$ cat src/rtl/core/afpc_pkg.sv
// Shared constants, command codes and the step record of the ADC frame capture.
package afpc_pkg;

	// Pairs held in one bank of the two-bank store
	localparam int BANK_DEPTH = 256;
	localparam int IDX_W      = (BANK_DEPTH > 1) ? $clog2(BANK_DEPTH) : 1;
	localparam int ADDR_W     = IDX_W + 1;
	localparam int MEM_DEPTH  = 2 ** ADDR_W;

	// Frame layout: three status bytes, then 24-bit big-endian channels
	localparam int SAMPLE_W    = 24;
	localparam int PAIR_W      = 2 * SAMPLE_W;
	localparam int POS_W       = 5;
	localparam int FRAME_BYTES = 27;
	localparam int POS_IDLE    = FRAME_BYTES;
	localparam int CH1_FIRST   = 3;
	localparam int CH1_LAST    = 5;
	localparam int CH2_FIRST   = 6;
	localparam int CH2_LAST    = 8;
	localparam int COUNT_W     = 32;

	typedef enum logic [1:0] {
		CMD_BYTE   = 2'd0,
		CMD_READ   = 2'd1,
		CMD_CLAIM  = 2'd2,
		CMD_STATUS = 2'd3
	} cmd_t;

	// What one accepted beat does to the store and reports
	typedef struct packed {
		logic                wr_en;
		logic [ADDR_W-1:0]   wr_addr;
		logic [PAIR_W-1:0]   wr_data;
		logic                rd_bank;
		logic                claim_ok;
		logic                bank_ready;
		logic                frame_stored;
		logic [COUNT_W-1:0]  samples_total;
	} step_t;

endpackage

$ cat src/rtl/core/afpc_frame.sv
// Frame byte tracking, channel assembly, bank control and ready marks.
module afpc_frame (
	input  logic                 clk,
	input  logic                 arst_n,
	input  logic                 en,
	input  logic [1:0]           cmd,
	input  logic [7:0]           data_byte,
	input  logic                 frame_start,
	output afpc_pkg::step_t      step
);

	logic [afpc_pkg::POS_W-1:0]    byte_pos_q;
	logic [afpc_pkg::SAMPLE_W-1:0] first_q;
	logic [afpc_pkg::SAMPLE_W-1:0] second_q;
	logic                          wr_bank_q;
	logic [afpc_pkg::IDX_W-1:0]    wr_pos_q;
	logic [1:0]                    ready_q;
	logic [afpc_pkg::COUNT_W-1:0]  count_q;

	logic [afpc_pkg::POS_W-1:0]    pos;
	logic                          in_frame;
	logic                          take_byte;
	logic                          store;
	logic                          wrap;
	logic                          claim;
	logic                          wr_bank_d;
	logic [1:0]                    ready_d;
	logic [afpc_pkg::COUNT_W-1:0]  count_d;

	// Work out the effect of this beat
	always_comb begin
		pos       = frame_start ? '0 : byte_pos_q;
		in_frame  = pos < afpc_pkg::POS_W'(afpc_pkg::FRAME_BYTES);
		take_byte = en && (afpc_pkg::cmd_t'(cmd) == afpc_pkg::CMD_BYTE);
		store     = take_byte && (pos == afpc_pkg::POS_W'(afpc_pkg::FRAME_BYTES - 1));
		wrap      = wr_pos_q == afpc_pkg::IDX_W'(afpc_pkg::BANK_DEPTH - 1);
		claim     = en && (afpc_pkg::cmd_t'(cmd) == afpc_pkg::CMD_CLAIM)
			&& ready_q[~wr_bank_q];
		ready_d   = ready_q;
		wr_bank_d = wr_bank_q;
		if (store && wrap) begin
			ready_d[wr_bank_q]  = 1'b1;
			ready_d[~wr_bank_q] = 1'b0;
			wr_bank_d           = ~wr_bank_q;
		end
		if (claim) begin
			ready_d[~wr_bank_q] = 1'b0;
		end
		count_d = count_q + afpc_pkg::COUNT_W'(store);

		step.wr_en         = store;
		step.wr_addr       = {wr_bank_q, wr_pos_q};
		step.wr_data       = {first_q, second_q};
		step.rd_bank       = ~wr_bank_q;
		step.claim_ok      = claim;
		step.bank_ready    = ready_d[~wr_bank_d];
		step.frame_stored  = store;
		step.samples_total = count_d;
	end

	// Hold control state, advance on accepted beats
	always_ff @(posedge clk or negedge arst_n) begin
		if (!arst_n) begin
			byte_pos_q <= '0;
			first_q    <= '0;
			second_q   <= '0;
			wr_bank_q  <= 1'b0;
			wr_pos_q   <= '0;
			ready_q    <= '0;
			count_q    <= '0;
		end else begin
			if (take_byte) begin
				if (in_frame) begin
					byte_pos_q <= pos + afpc_pkg::POS_W'(1);
					if (pos inside {[afpc_pkg::CH1_FIRST:afpc_pkg::CH1_LAST]}) begin
						first_q <= {first_q[afpc_pkg::SAMPLE_W-9:0], data_byte};
					end else if (pos inside {[afpc_pkg::CH2_FIRST:afpc_pkg::CH2_LAST]}) begin
						second_q <= {second_q[afpc_pkg::SAMPLE_W-9:0], data_byte};
					end
				end else begin
					byte_pos_q <= afpc_pkg::POS_W'(afpc_pkg::POS_IDLE);
				end
			end
			if (store) begin
				wr_pos_q <= wrap ? '0 : wr_pos_q + afpc_pkg::IDX_W'(1);
			end
			wr_bank_q <= wr_bank_d;
			ready_q   <= ready_d;
			count_q   <= count_d;
		end
	end

endmodule

$ cat config.mk
export PLATFORM = sky130hd
export DESIGN_NAME = afpc_frame
export DESIGN_NICKNAME = d
export VERILOG_FILES = /design/src/rtl/core/afpc_pkg.sv /design/src/rtl/core/afpc_frame.sv
export SDC_FILE = /design/constraint.sdc
export NUM_CORES = 1
export LEC_CHECK = 0
export BUFFER_PORTS_ARGS = -buffer_cell sky130_fd_sc_hd__buf_2
export CORE_ASPECT_RATIO = 0.5
export CORE_MARGIN = 5
export CORE_UTILIZATION = 36
export DETAILED_ROUTE_END_ITERATION = 8
export PLACE_DENSITY = 0.55
export SYNTH_ARGS = -nofsm -noshare
export SYNTH_HDL_FRONTEND = slang
export SYNTH_SLANG_ARGS = --single-unit
export TNS_END_PERCENT = 50
$ cat constraint.sdc
create_clock -name clk -period 4.2 [get_ports clk]
set_clock_uncertainty 0.05 [all_clocks]
set_input_delay 0.63 -clock clk [delete_from_list [all_inputs] [get_ports clk]]
set_output_delay 0.63 -clock clk [all_outputs]
set_load 0.01 [all_outputs]
* Word-level counts from Yosys, hierarchy flattened *
Index checks and enable logic that the tools add are counted.

storage, ports and cells
  output and inout port bits = 94
  bits in latches = 0
  logic and storage cells = 56
  input bits = 14
  register bits = 96
  memories = 0
  bits in writable memories = 0
  ROM bits = 0

operators by class
  magnitude comparators = 10
  div/mod/pow operators = 0
  $mul = 0
  equal/unequal tests = 3
  bitwise operators = 7
  mux-type cells = 14
  shift-type cells = 0
  reduce and logical (&&, ||, !) cells = 12
  add/sub/neg operators = 3

operators by type and width
  operator                                                           number
  adder 32 x 1 -> 32 bit                                             1
  2-to-1 mux 5 bit                                                   2
  logical AND 1 bit                                                  9
  adder 8 x 1 -> 8 bit, second input constant                        1
  equality test 8 bit, second input constant                         1
  2-to-1 mux 8 bit                                                   1
  2-to-1 mux 1 bit                                                   7
  < comparator 1 x 2 -> 1 bit, second input constant                 3
  adder 5 x 1 -> 5 bit, second input constant                        1
  equality test 5 bit, second input constant                         1
  greater-or-equal comparator 5 x 2 -> 1 bit, second input constant  1
  greater-or-equal comparator 5 x 3 -> 1 bit, second input constant  1
  less-or-equal comparator 5 x 3 -> 1 bit, second input constant     1
  less-or-equal comparator 5 x 4 -> 1 bit, second input constant     1
  < comparator 5 bit, second input constant                          1
  bitwise AND 2 bit                                                  2
  2-to-1 mux 2 bit                                                   2
  AND reduction 4 bit                                                1
  NOT 1 bit                                                          3
  AND reduction 3 bit                                                1
  demux 1 bit (select 1 bit)                                         2
  equality test 2 bit, second input constant                         1
  greater-or-equal comparator 1 bit, second input constant           2
  logical NOT 2 bit                                                  1
  2 further kinds                                                    2

* Longest topological paths before layout *
Gate-level depths: netlist (run 1).

  word-level depth = 12
  depth in mapped cells = 11
  gate-level depth less buffers = 10

* Worst setup path after synthesis (run 1) *
OpenSTA, ideal clock, no wires.

  kind = input to output
  start = in frame_start
  end = out step[28] (netlist bit)
  stages on the path = 11
  data required time = 3.520 ns
  arrival time = 2.842 ns
  slack = 0.678 ns
  buffers on the path = 1
  path through = buf_2 nor2b_1 ha_1 nor2b_1 nand3_1 inv_1 ha_1 ha_1 nand4_1 nor3_1 xor2_1

RTL lines
  item                RTL line         RTL
  start: declaration  afpc_frame.sv:8  input logic frame_start,
  end: declaration    afpc_frame.sv:9  output afpc_pkg::step_t step

==> PnR_summary.wiki, run 1 <==
{| class="wikitable"
! Metric !! Value
|-
| Maximum operating frequency || 259 MHz
|-
| Antenna violations before repair || 0
|-
| I/O pin count || 108
|-
| Switching share of power || 28.8%
|-
| Synth async-reset ratio || 100%
|-
| FILL cells || 1080
|-
| Hold buffers post-CTS || 0
|-
| Post-synthesis cell area || 4200 µm²
|-
| Synth unique cells || 45
|-
| CTS tree || done
|-
| Number of iterations in the first detailed-routing pass || 4
|-
| Inserted Clock Buffers || 9
|-
| Most used flip-flop cell after synthesis || sky130_fd_sc_hd__dfrtp_1
|-
| Accumulated negative setup slack || 0 ns
|-
| Core Box Area || 11200 µm²
|-
| Total DRC errors in the routed layout || 0
|-
| Finished Cell Area || 5170 µm²
|-
| Quantity of I/O buffers inserted on ports || 107
|-
| GR Overflow Total || 0
|-
| Fin crit share || 91.8%
|-
| Area of the die || 14100 µm²
|-
| Height of the chip || 86.4 µm
|-
| Standard-cell row count || 27
|-
| Final antenna-violating net count || 0
|-
| Static leakage || 2.76 nW
|-
| Setup repair after global routing missed its margin || no
|-
| Worst hold-check path type || primary input to async pin
|-
| Cells after Synth || 330
|-
| Crit path DAT || 3.18 ns
|-
| Total placed instance area || 4890 µm²
|-
| Share of post-route cells with drive strength above 1 || 40.8%
|-
| Endpoints failing hold || 0
|-
| DIE WIDTH || 163 µm
|-
| Final period demand of the worst path || 3.86 ns
|-
| Yosys warnings || 0
|-
| Sequential share of the synthesized area || 57.2%
|-
| First-pass GRT wire length || 14.4 mm
|-
| Clock network latency to the later pin of the worst-skew pair || 0.33 ns
|-
| Pre-CTS setup slack || 0.335 ns
|-
| Total Nets Final || 460
|-
| DP Wirelength || 6.42 mm
|-
| Worst-case headroom to the max-slew limit || 36.2%
|-
| Maximum clock insertion buffer count || 2
|-
| DR iter-0 viols || 153
|-
| Post-Synthesis Mean Instance Area || 12.7 µm²
|-
| Total power divided by cell area || 456 nW/µm²
|-
| Post-CTS Setup Bufs || 0
|-
| Setup violation total in the final timing report || 0
|-
| Root Driver || sky130_fd_sc_hd__clkbuf_16
|-
| Global routing usage summed across all routing layers || 12.7%
|-
| Data required time of the worst path || 3.52 ns
|-
| Number of sinks on the clock net || 96
|-
| Routability congestion estimate || 0.727
|-
| Final slew viol count || 0
|-
| Average vias per placed instance || 4.85
|-
| Part of the power in the clock network || 33.1%
|-
| Sequential share of power || 49.4%
|-
| Run status || complete, no violations
|-
| Count of maximum capacitance violations || 0
|-
| Crit path max fanout || 8
|-
| Worst setup path class || flip-flop to primary output
|-
| Via Count || 2926
|-
| P_sw || 677 µW
|-
| Total Power || 2.36 mW
|-
| Worst setup EP type || primary output
|-
| H-tree depth || 3
|-
| Number of storage elements in the synthesis netlist || 96
|-
| Antenna diode instance count || 0
|-
| Least setup slack across all paths after layout || 0.344 ns
|-
| Post-synthesis net count || 351
|-
| Worst VDD drop || 0.228 mV
|-
| Crit path launch type || flip-flop
|-
| Count of instances resized after the clock tree is built || 0
|-
| Worst Max-Slew Pin Slew || 0.957 ns
|-
| Clock transition time at the flip-flop clock pins of the worst setup and hold paths || 0.07 ns
|-
| Fraction of power consumed by combinational cells || 17.5%
|-
| Via count of the first global-routing pass || 2896
|-
| Total detailed-routing wirelength || 8.78 mm
|-
| Starting density of the core || 37.5%
|-
| Synth-to-layout area growth || 23.0%
|-
| Tightest hold margin || 0.386 ns
|-
| Cell-internal power || 1.68 mW
|-
| Largest net degree at the start of global routing || 76
|-
| Number of enable-type register cells in the synthesized netlist || 0
|-
| Per-cell routed wire length || 14.6 µm
|}
==> power groups by stage <==
stage / clock [mW] / sequential [mW] / combinational, mW
2_1_floorplan: 0 / 1.21 / 0.178
3_3_place_gp: 0 / 1.18 / 0.416
3_5_place_dp: 0 / 1.18 / 0.421
4_1_cts: 0.808 / 1.16 / 0.422
5_1_grt: 0.844 / 1.18 / 0.454
6_report: 0.780 / 1.16 / 0.412
==> cells in the mapped netlist (2+ instances only) <==
library cell / n / share of area [%]
sky130_fd_sc_hd__inv_1: 8 / 0.71
sky130_fd_sc_hd__buf_4: 4 / 0.71
sky130_fd_sc_hd__clkbuf_1: 4 / 0.36
sky130_fd_sc_hd__nor3_1: 8 / 0.95
sky130_fd_sc_hd__buf_6: 2 / 0.54
sky130_fd_sc_hd__o21ai_0: 4 / 0.48
sky130_fd_sc_hd__and3_1: 6 / 0.89
sky130_fd_sc_hd__xnor2_1: 24 / 5.0
sky130_fd_sc_hd__nand4_1: 13 / 1.9
sky130_fd_sc_hd__a21o_1: 2 / 0.36
sky130_fd_sc_hd__a21oi_1: 6 / 0.71
sky130_fd_sc_hd__a2bb2oi_1: 2 / 0.42
sky130_fd_sc_hd__nand3_1: 12 / 1.4
sky130_fd_sc_hd__nor2b_1: 3 / 0.45
sky130_fd_sc_hd__buf_2: 3 / 0.36
sky130_fd_sc_hd__mux2_1: 2 / 0.54
sky130_fd_sc_hd__and2_1: 3 / 0.45
sky130_fd_sc_hd__or3_1: 2 / 0.30
sky130_fd_sc_hd__mux2_2: 47 / 13
sky130_fd_sc_hd__nand2_1: 23 / 2.1
sky130_fd_sc_hd__ha_1: 7 / 2.1
sky130_fd_sc_hd__and4_1: 9 / 1.9
sky130_fd_sc_hd__dfrtp_1: 96 / 57
sky130_fd_sc_hd__nor2_1: 8 / 0.71
sky130_fd_sc_hd__xor2_1: 12 / 2.5
==> state kept, by name, summed over array words and instances (netlist names) <==
name        count
wr_pos_q        8
ready_q         2
second_q       24
wr_bank_q       1
byte_pos_q      5
first_q        24
count_q        32
==> through the flow <==
stage,instances,utilization [%]
after floorplan,330,-
after global placement,587,43.6
after detailed placement,587,43.6
after CTS,603,46.1
after global routing,603,46.1
final,603,46.1
==> critical path: stages (launching register included) <==
cell	delay (ns)
sky130_fd_sc_hd__dfrtp_1	0.46
sky130_fd_sc_hd__nor2b_1	0.26
sky130_fd_sc_hd__ha_1	0.17
sky130_fd_sc_hd__nor2b_1	0.17
sky130_fd_sc_hd__nand3_1	0.12
sky130_fd_sc_hd__inv_1	0.21
sky130_fd_sc_hd__ha_1	0.22
sky130_fd_sc_hd__ha_1	0.31
sky130_fd_sc_hd__nand4_1	0.29
sky130_fd_sc_hd__nor3_1	0.27
sky130_fd_sc_hd__xor2_1	0.20
sky130_fd_sc_hd__buf_2	0.16
==> layer usage <==
metal  vias to the layer above  part of all wire [%]  global-route usage, %  wire length (µm)
met2                        68                    45                   20.0              3950
li1                       1384                     -                      -                 -
met1                      1469                    49                   17.1              4280
met3                         5                   5.6                   3.99               495
met5                         -                     0                      0                 0
met4                         0                  0.65                   2.97                57
==> worst paths after layout <==
| path | slack, ns | depth (start not counted) | end | from |
|---|---|---|---|---|
| min in group clk | 0.41 | 1 | count_q[31] | count_q[31] |
| setup reg to reg | 1.38 | 10 | count_q[26] | byte_pos_q[1] |
| max in group asynchronous | 2.88 | 2 | wr_pos_q[1] | arst_n |
| setup / recovery | 0.34 | 11 | step[26] | byte_pos_q[1] |
| hold reg to reg | 0.41 | 1 | count_q[31] | count_q[31] |
| hold / removal | 0.39 | 1 | count_q[27] | arst_n |
==> cell families (layout without fill, tap and decap cells) <==
group / Yosys count / in the layout / synth area share [%]
buffers and inverters: 21 / 135 / 2.68
AO/OA/AOI/OAI: 23 / 23 / 4.08
adder cells (fa/ha/maj): 7 / 7 / 2.08
flip-flops: 96 / 96 / 57.2
XOR/XNOR: 36 / 36 / 7.50
multiplexers: 49 / 49 / 13.1
AND/OR/NAND/NOR: 98 / 98 / 13.3
==> placed cells by master, fill, tap and decap left out, types with 2 or more instances in the layout <==
| cell type | instances |
|---|---|
| sky130_fd_sc_hd__a21o_1 | 2 |
| sky130_fd_sc_hd__a21oi_1 | 6 |
| sky130_fd_sc_hd__a2bb2oi_1 | 2 |
| sky130_fd_sc_hd__and2_1 | 3 |
| sky130_fd_sc_hd__and3_1 | 6 |
| sky130_fd_sc_hd__and4_1 | 9 |
| sky130_fd_sc_hd__buf_2 | 106 |
| sky130_fd_sc_hd__buf_4 | 5 |
| sky130_fd_sc_hd__clkbuf_16 | 9 |
| sky130_fd_sc_hd__dfrtp_1 | 96 |
| sky130_fd_sc_hd__ha_1 | 7 |
| sky130_fd_sc_hd__inv_1 | 8 |
| sky130_fd_sc_hd__inv_6 | 3 |
| sky130_fd_sc_hd__mux2_1 | 2 |
| sky130_fd_sc_hd__mux2_2 | 47 |
| sky130_fd_sc_hd__nand2_1 | 23 |
| sky130_fd_sc_hd__nand3_1 | 12 |
| sky130_fd_sc_hd__nand4_1 | 13 |
| sky130_fd_sc_hd__nor2_1 | 8 |
| sky130_fd_sc_hd__nor2b_1 | 3 |
| sky130_fd_sc_hd__nor3_1 | 8 |
| sky130_fd_sc_hd__o21ai_0 | 4 |
| sky130_fd_sc_hd__or3_1 | 2 |
| sky130_fd_sc_hd__xnor2_1 | 24 |
| sky130_fd_sc_hd__xor2_1 | 12 |
==> layout make-up <==
class	count	area [µm²]	area share (%)
clock buffer	9	225	4.36
clock inverter	7	58.8	1.14
inverter	8	30.0	0.581
multi-input combinational	213	1690	32.6
sequential	96	2400	46.5
tap	159	199	3.85
timing repair buffer	111	568	11.0
Note: power is estimated with default switching activity, not from simulation.
==> run 2: changes to the inputs <==
- PLACE_DENSITY: 0.55 -> 0.65
==> PnR_summary.wiki, run 2 (synthesis gave the netlist of run 1 again) <==
{| class="wikitable"
! Metric !! Value
|-
| Maximum operating frequency || 274 MHz (was 259 MHz)
|-
| Worst VDD drop || 0.212 mV (was 0.228 mV)
|-
| Clock transition time at the flip-flop clock pins of the worst setup and hold paths || 0.07 ns (about the same)
|-
| Final slew viol count || 0 (unchanged)
|-
| Crit path DAT || 2.96 ns (was 3.18 ns)
|-
| Total Power || 2.38 mW (was 2.36 mW)
|-
| Static leakage || 2.77 nW (was 2.76 nW)
|-
| Clock network latency to the later pin of the worst-skew pair || 0.34 ns (was 0.33 ns)
|-
| Crit path launch type || flip-flop (unchanged)
|-
| H-tree depth || 3 (unchanged)
|-
| Number of flip-flops under the largest register name || 32 (unchanged)
|-
| Per-cell routed wire length || 14.3 µm (was 14.6 µm)
|-
| Total detailed-routing wirelength || 8.61 mm (was 8.78 mm)
|-
| Most common cell after layout, fill and taps aside || sky130_fd_sc_hd__buf_2 (unchanged)
|-
| Run status || complete, no violations (unchanged)
|-
| Biggest regs || count_q: 32 flops, first_q: 24 flops, second_q: 24 flops (unchanged)
|-
| Worst hold-check path type || primary input to async pin (unchanged)
|-
| Dominant cell type by count on the critical path || sky130_fd_sc_hd__ha_1 (unchanged)
|-
| Standard-cell row count || 27 (unchanged)
|-
| Commonest cells after routing, fill and taps aside || sky130_fd_sc_hd__buf_2 (106), sky130_fd_sc_hd__dfrtp_1 (96), sky130_fd_sc_hd__mux2_2 (47), sky130_fd_sc_hd__xnor2_1 (24), sky130_fd_sc_hd__nand2_1 (23) (unchanged)
|-
| Max Used Layer || met4 (unchanged)
|-
| Antenna diode instance count || 0 (unchanged)
|-
| Hold buffers post-CTS || 0 (unchanged)
|-
| Number of iterations in the first detailed-routing pass || 4 (unchanged)
|-
| Number of sinks on the clock net || 96 (unchanged)
|-
| Via Count || 2879 (was 2926)
|-
| Synth-to-layout area growth || 23.6% (was 23.0%)
|-
| Worst Max-Slew Pin Slew || 0.908 ns (was 0.957 ns)
|-
| Largest net degree at the start of global routing || 73 (was 76)
|-
| DP Wirelength || 6.33 mm (was 6.42 mm)
|-
| Worst setup path class || flip-flop to primary output (unchanged)
|-
| Global routing usage summed across all routing layers || 13.1% (was 12.7%)
|-
| Detailed-routed wire length on met2 || 4.24 mm (was 3.95 mm)
|-
| Fin crit share || 86.8% (was 91.8%)
|-
| Final non-filler cell total || 604 (was 603)
|-
| Crit path max fanout || 7 (was 8)
|-
| Worst-case headroom to the max-slew limit || 39.5% (was 36.2%)
|-
| Met3 WL || 386 µm (was 495 µm)
|-
| Post-CTS Setup Bufs || 0 (unchanged)
|-
| Count of maximum capacitance violations || 0 (unchanged)
|-
| Average vias per placed instance || 4.77 (was 4.85)
|-
| Final period demand of the worst path || 3.64 ns (was 3.86 ns)
|-
| Setup repair after global routing missed its margin || no (unchanged)
|-
| DIE WIDTH || 163 µm (unchanged)
|-
| Root Driver || sky130_fd_sc_hd__clkbuf_16 (unchanged)
|-
| Total Nets Final || 461 (was 460)
|-
| Routability congestion estimate || 0.825 (was 0.727)
|-
| Worst setup EP type || primary output (unchanged)
|-
| Antenna violations before repair || 0 (unchanged)
|-
| Height of the chip || 86.4 µm (unchanged)
|-
| Inserted Clock Buffers || 9 (unchanged)
|-
| Share of post-route cells with drive strength above 1 || 40.9% (was 40.8%)
|-
| Core Box Area || 11200 µm² (unchanged)
|-
| Largest register by flop count || count_q (unchanged)
|-
| DR iter-0 viols || 188 (was 153)
|-
| Starting density of the core || 37.5% (unchanged)
|-
| Count of instances resized after the clock tree is built || 0 (unchanged)
|-
| Accumulated negative setup slack || 0 ns (unchanged)
|-
| Tightest hold margin || 0.372 ns (was 0.386 ns)
|-
| GR Overflow Total || 0 (unchanged)
|-
| First-pass GRT wire length || 14.8 mm (was 14.4 mm)
|-
| Placed Cells incl. Taps || 588 (was 587)
|-
| Quantity of I/O buffers inserted on ports || 107 (unchanged)
|-
| Via count of the first global-routing pass || 2946 (was 2896)
|-
| Total DRC errors in the routed layout || 0 (unchanged)
|-
| Total power divided by cell area || 458 nW/µm² (was 456 nW/µm²)
|-
| I/O pin count || 108 (unchanged)
|-
| Origin of the critical flop-to-flop path || byte_pos_q[1] (unchanged)
|-
| Startpoint of the most critical setup path || byte_pos_q[1] (unchanged)
|-
| Crit path largest cell delay || 0.43 ns (was 0.46 ns)
|-
| Area of the die || 14100 µm² (unchanged)
|-
| Setup violation total in the final timing report || 0 (unchanged)
|-
| Final antenna-violating net count || 0 (unchanged)
|-
| Met1 routed wirelength after detailed routing || 3.89 mm (was 4.28 mm)
|-
| Data required time of the worst path || 3.52 ns (about the same)
|-
| Slowest CP cell || sky130_fd_sc_hd__dfrtp_1 (unchanged)
|-
| CTS tree || done (unchanged)
|-
| FILL cells || 1085 (was 1080)
|-
| Endpoints failing hold || 0 (unchanged)
|-
| Crit path cell chain || nor2b_1 > ha_1 > nor2b_1 > nand3_1 > inv_1 > ha_1 > ha_1 > nand4_1 > nor3_1 > xor2_1 > buf_2 (unchanged)
|-
| Maximum clock insertion buffer count || 2 (unchanged)
|}
[run 2: final timing paths]
path                                     to  slack [ns]  cells after the start
worst min-delay path             count_q[6]        0.37                      1
max in group asynchronous        first_q[5]        2.85                      2
worst min register to register  count_q[31]        0.41                      1
worst max-delay path               step[28]        0.56                     11
min in group clk                count_q[31]        0.41                      1
worst max register to register  count_q[28]        1.59                     10
[run 2: area by class of cell]
class | count | area, µm² | area share [%]
clock buffer | 9 | 225 | 4.34
clock inverter | 7 | 72.6 | 1.40
inverter | 8 | 30.0 | 0.578
multi-input combinational | 213 | 1690 | 32.5
sequential | 96 | 2400 | 46.3
tap | 159 | 199 | 3.83
timing repair buffer | 112 | 576 | 11.1
[run 2: worst max-delay path, delay by kind of cell, from the launching register on]
| family | cells | cell delay, ns |
|---|---|---|
| simple gates | 5 | 1.12 |
| fa+ha+maj | 3 | 0.61 |
| flops | 1 | 0.43 |
| buf+inv | 2 | 0.25 |
| xor+xnor | 1 | 0.20 |
[run 2: metrics by stage]
step | instance area, µm² | setup slack, ns | util, %
6_report | 5190 | 0.555 | 46.3
5_1_grt | 5190 | 0.165 | 46.3
4_1_cts | 5190 | 0.510 | 46.3
3_5_place_dp | 4890 | 0.560 | 43.6
3_3_place_gp | 4890 | 0.618 | 43.6
2_1_floorplan | 4200 | 0.678 | -
[run 2: layer usage]
metal	up-vias	GRT usage, %
met5	-	0
met4	0	4.34
met3	8	3.90
met2	61	21.4
met1	1428	16.9
li1	1382	-
[run 2: where the power goes]
group | internal (mW) | leakage (nW) | switching (mW) | total [mW]
combinational | 0.208 | 1.34 | 0.198 | 0.406
clock | 0.461 | 0.141 | 0.351 | 0.812
sequential | 1.06 | 1.28 | 0.100 | 1.16
==> run 3: changes to the inputs <==
- CORE_MARGIN: 5 -> 2
- CORE_UTILIZATION: 36 -> 50
- PLACE_DENSITY: 0.65 -> 0.83
==> PnR_summary.wiki, run 3 (synthesis gave the netlist of run 1 again) <==
{| class="wikitable"
! Metric !! Value
|-
| Fin crit share || 88.1% (was 86.8%)
|-
| P_sw || 674 µW (was 650 µW)
|-
| Commonest cells after routing, fill and taps aside || sky130_fd_sc_hd__buf_2 (106), sky130_fd_sc_hd__dfrtp_1 (96), sky130_fd_sc_hd__mux2_2 (47), sky130_fd_sc_hd__xnor2_1 (24), sky130_fd_sc_hd__nand2_1 (23) (unchanged)
|-
| Total power divided by cell area || 460 nW/µm² (was 458 nW/µm²)
|-
| Number of iterations in the first detailed-routing pass || 4 (unchanged)
|-
| Run status || complete, no violations (unchanged)
|-
| Accumulated negative setup slack || 0 ns (unchanged)
|-
| I/O pin count || 108 (unchanged)
|-
| GR Overflow Total || 0 (unchanged)
|-
| Finished Cell Area || 5120 µm² (was 5190 µm²)
|-
| Final period demand of the worst path || 3.70 ns (was 3.64 ns)
|-
| Multi-input gate area || 1690 µm² (unchanged)
|-
| Per-cell routed wire length || 14.4 µm (was 14.3 µm)
|-
| Via count of the first global-routing pass || 2705 (was 2946)
|-
| Met2 Track Usage GR || 30.8% (was 21.4%)
|-
| Static leakage || 2.76 nW (was 2.77 nW)
|-
| Sequential share of power || 49.3% (was 48.7%)
|-
| Root Driver || sky130_fd_sc_hd__clkbuf_16 (unchanged)
|-
| Total detailed-routing wirelength || 8.02 mm (was 8.61 mm)
|-
| Slowest CP cell || sky130_fd_sc_hd__dfrtp_1 (unchanged)
|-
| Height of the chip || 68.8 µm (was 86.4 µm)
|-
| WP buf/inv || 2 (unchanged)
|-
| Maximum clock insertion buffer count || 2 (unchanged)
|-
| Post-CTS Setup Bufs || 0 (unchanged)
|-
| CTS tree || done (unchanged)
|-
| Data required time of the worst path || 3.52 ns (about the same)
|-
| Quantity of I/O buffers inserted on ports || 107 (unchanged)
|-
| Count of instances resized after the clock tree is built || 0 (unchanged)
|-
| Antenna violations before repair || 0 (unchanged)
|-
| Fraction of power consumed by combinational cells || 17.4% (was 17.1%)
|-
| Clock transition time at the flip-flop clock pins of the worst setup and hold paths || 0.07 ns (about the same)
|-
| Crit path largest cell delay || 0.46 ns (was 0.43 ns)
|-
| Placed Cells incl. Taps || 541 (was 588)
|-
| Crit path cell chain || nor2b_1 > ha_1 > nor2b_1 > nand3_1 > inv_1 > ha_1 > and2_1 > nand4_1 > nor4_1 > xor2_1 > buf_2 (was nor2b_1 > ha_1 > nor2b_1 > nand3_1 > inv_1 > ha_1 > ha_1 > nand4_1 > nor3_1 > xor2_1 > buf_2)
|-
| Worst setup path class || flip-flop to primary output (unchanged)
|-
| Routing usage on met1 || 22.8% (was 16.9%)
|-
| FF+latch area || 2400 µm² (unchanged)
|-
| Total Nets Final || 461 (unchanged)
|-
| Crit path launch type || flip-flop (unchanged)
|-
| Total placed instance area || 4830 µm² (was 4890 µm²)
|-
| Number of flip-flops under the largest register name || 32 (unchanged)
|-
| Endpoints failing hold || 0 (unchanged)
|-
| Worst-case headroom to the max-slew limit || 40.4% (was 39.5%)
|-
| Final slew viol count || 0 (unchanged)
|-
| Worst Max-Slew Pin Slew || 0.894 ns (was 0.908 ns)
|-
| Average vias per placed instance || 5.17 (was 4.77)
|-
| Setup violation total in the final timing report || 0 (unchanged)
|-
| Antenna diode instance count || 0 (unchanged)
|-
| First-pass GRT wire length || 12.8 mm (was 14.8 mm)
|-
| Inserted Clock Buffers || 9 (unchanged)
|-
| Via Count || 2882 (was 2879)
|-
| Most common cell after layout, fill and taps aside || sky130_fd_sc_hd__buf_2 (unchanged)
|-
| Worst hold-check path type || primary input to async pin (unchanged)
|-
| Final antenna-violating net count || 0 (unchanged)
|-
| Count of maximum capacitance violations || 0 (unchanged)
|-
| Routability congestion estimate || 0.845 (was 0.825)
|-
| Hold buffers post-CTS || 0 (unchanged)
|-
| DR iter-0 viols || 191 (was 188)
|-
| Global routing usage summed across all routing layers || 18.0% (was 13.1%)
|-
| Setup repair after global routing missed its margin || no (unchanged)
|-
| Largest register by flop count || count_q (unchanged)
|-
| Worst VDD drop || 0.242 mV (was 0.212 mV)
|-
| Tightest hold margin || 0.367 ns (was 0.372 ns)
|-
| Core Box Area || 8090 µm² (was 11200 µm²)
|-
| Crit path DAT || 3.02 ns (was 2.96 ns)
|-
| Startpoint of the most critical setup path || byte_pos_q[1] (unchanged)
|-
| Synth-to-layout area growth || 21.9% (was 23.6%)
|-
| Standard-cell row count || 23 (was 27)
|-
| FILL cells || 647 (was 1085)
|-
| Most used routing layer || met2 (unchanged)
|-
| Cell-internal power || 1.68 mW (was 1.73 mW)
|-
| Clock network latency to the later pin of the worst-skew pair || 0.34 ns (about the same)
|-
| DP Wirelength || 5.77 mm (was 6.33 mm)
|-
| Total DRC errors in the routed layout || 0 (unchanged)
|-
| Cell class contributing the biggest share of worst-path delay || simple AND/OR/NAND/NOR gates (unchanged)
|-
| Worst setup EP type || primary output (unchanged)
|-
| H-tree depth || 3 (unchanged)
|-
| Maximum operating frequency || 270 MHz (was 274 MHz)
|-
| Largest net degree at the start of global routing || 75 (was 73)
|-
| Number of sinks on the clock net || 96 (unchanged)
|-
| Biggest regs || count_q: 32 flops, first_q: 24 flops, second_q: 24 flops (unchanged)
|-
| Share of post-route cells with drive strength above 1 || 40.9% (unchanged)
|-
| Origin of the critical flop-to-flop path || byte_pos_q[1] (unchanged)
|-
| DIE WIDTH || 134 µm (was 163 µm)
|-
| Switching share of power || 28.6% (was 27.3%)
|-
| Met3 demand-to-capacity share in global routing || 4.75% (was 3.90%)
|-
| Starting density of the core || 52.0% (was 37.5%)
|-
| Area of the die || 9200 µm² (was 14100 µm²)
|-
| Crit path max fanout || 7 (unchanged)
|-
| Part of the power in the clock network || 33.3% (was 34.2%)
|-
| Final non-filler cell total || 557 (was 604)
|}
==> run 3: changes by cell type in the layout (fill, tap and decap cells not counted) <==
cell                         before  now
sky130_fd_sc_hd__inv_8            0    2
sky130_fd_sc_hd__clkinvlp_4       2    1
sky130_fd_sc_hd__bufinv_16        1    0
sky130_fd_sc_hd__clkinv_4         2    1
sky130_fd_sc_hd__clkinv_2         2    1
sky130_fd_sc_hd__inv_6            0    2
==> run 3: layer usage <==
layer | up-vias | part of all wire, % | wire (µm)
li1 | 1390 | - | -
met1 | 1425 | 46 | 3710
met2 | 57 | 49 | 3910
met3 | 10 | 3.8 | 304
met4 | 0 | 1.2 | 99
met5 | - | 0 | 0
==> run 3: cell type report <==
| cell class | count | share of cell area (%) |
|---|---|---|
| Timing Repair Buffer | 112 | 11.2 |
| Sequential cell | 96 | 46.9 |
| Inverter | 8 | 0.586 |
| Clock inverter | 7 | 1.20 |
| Multi-Input combinational cell | 213 | 32.9 |
| Tap cell | 112 | 2.74 |
| Clock buffer | 9 | 4.40 |
==> run 3: through the flow <==
step / util [%] / power (mW) / setup slack [ns]
after floorplan: - / 1.39 / 0.678
after global placement: 59.8 / 1.58 / 0.669
after detailed placement: 59.8 / 1.59 / 0.556
after CTS: 63.3 / 2.38 / 0.512
final: 63.3 / 2.35 / 0.498
after global routing: 63.3 / 2.47 / 0.197
==> run 3: path summary, 6_finish.rpt <==
kind	cells after the start	slack [ns]	to
min	1	0.37	count_q[3]
max reg2reg	10	1.54	count_q[31]
min in group clk	1	0.41	count_q[31]
max in group asynchronous	2	2.90	second_q[10]
min reg2reg	1	0.41	count_q[31]
max	11	0.50	step[31]
==> run 3: power by group through the flow <==
stage / clock [mW] / combinational [mW] / sequential [mW]
finish: 0.783 / 0.409 / 1.16
floorplan: 0 / 0.178 / 1.21
CTS: 0.805 / 0.415 / 1.16
global placement: 0 / 0.405 / 1.17
global route: 0.848 / 0.445 / 1.18
detailed placement: 0 / 0.414 / 1.18
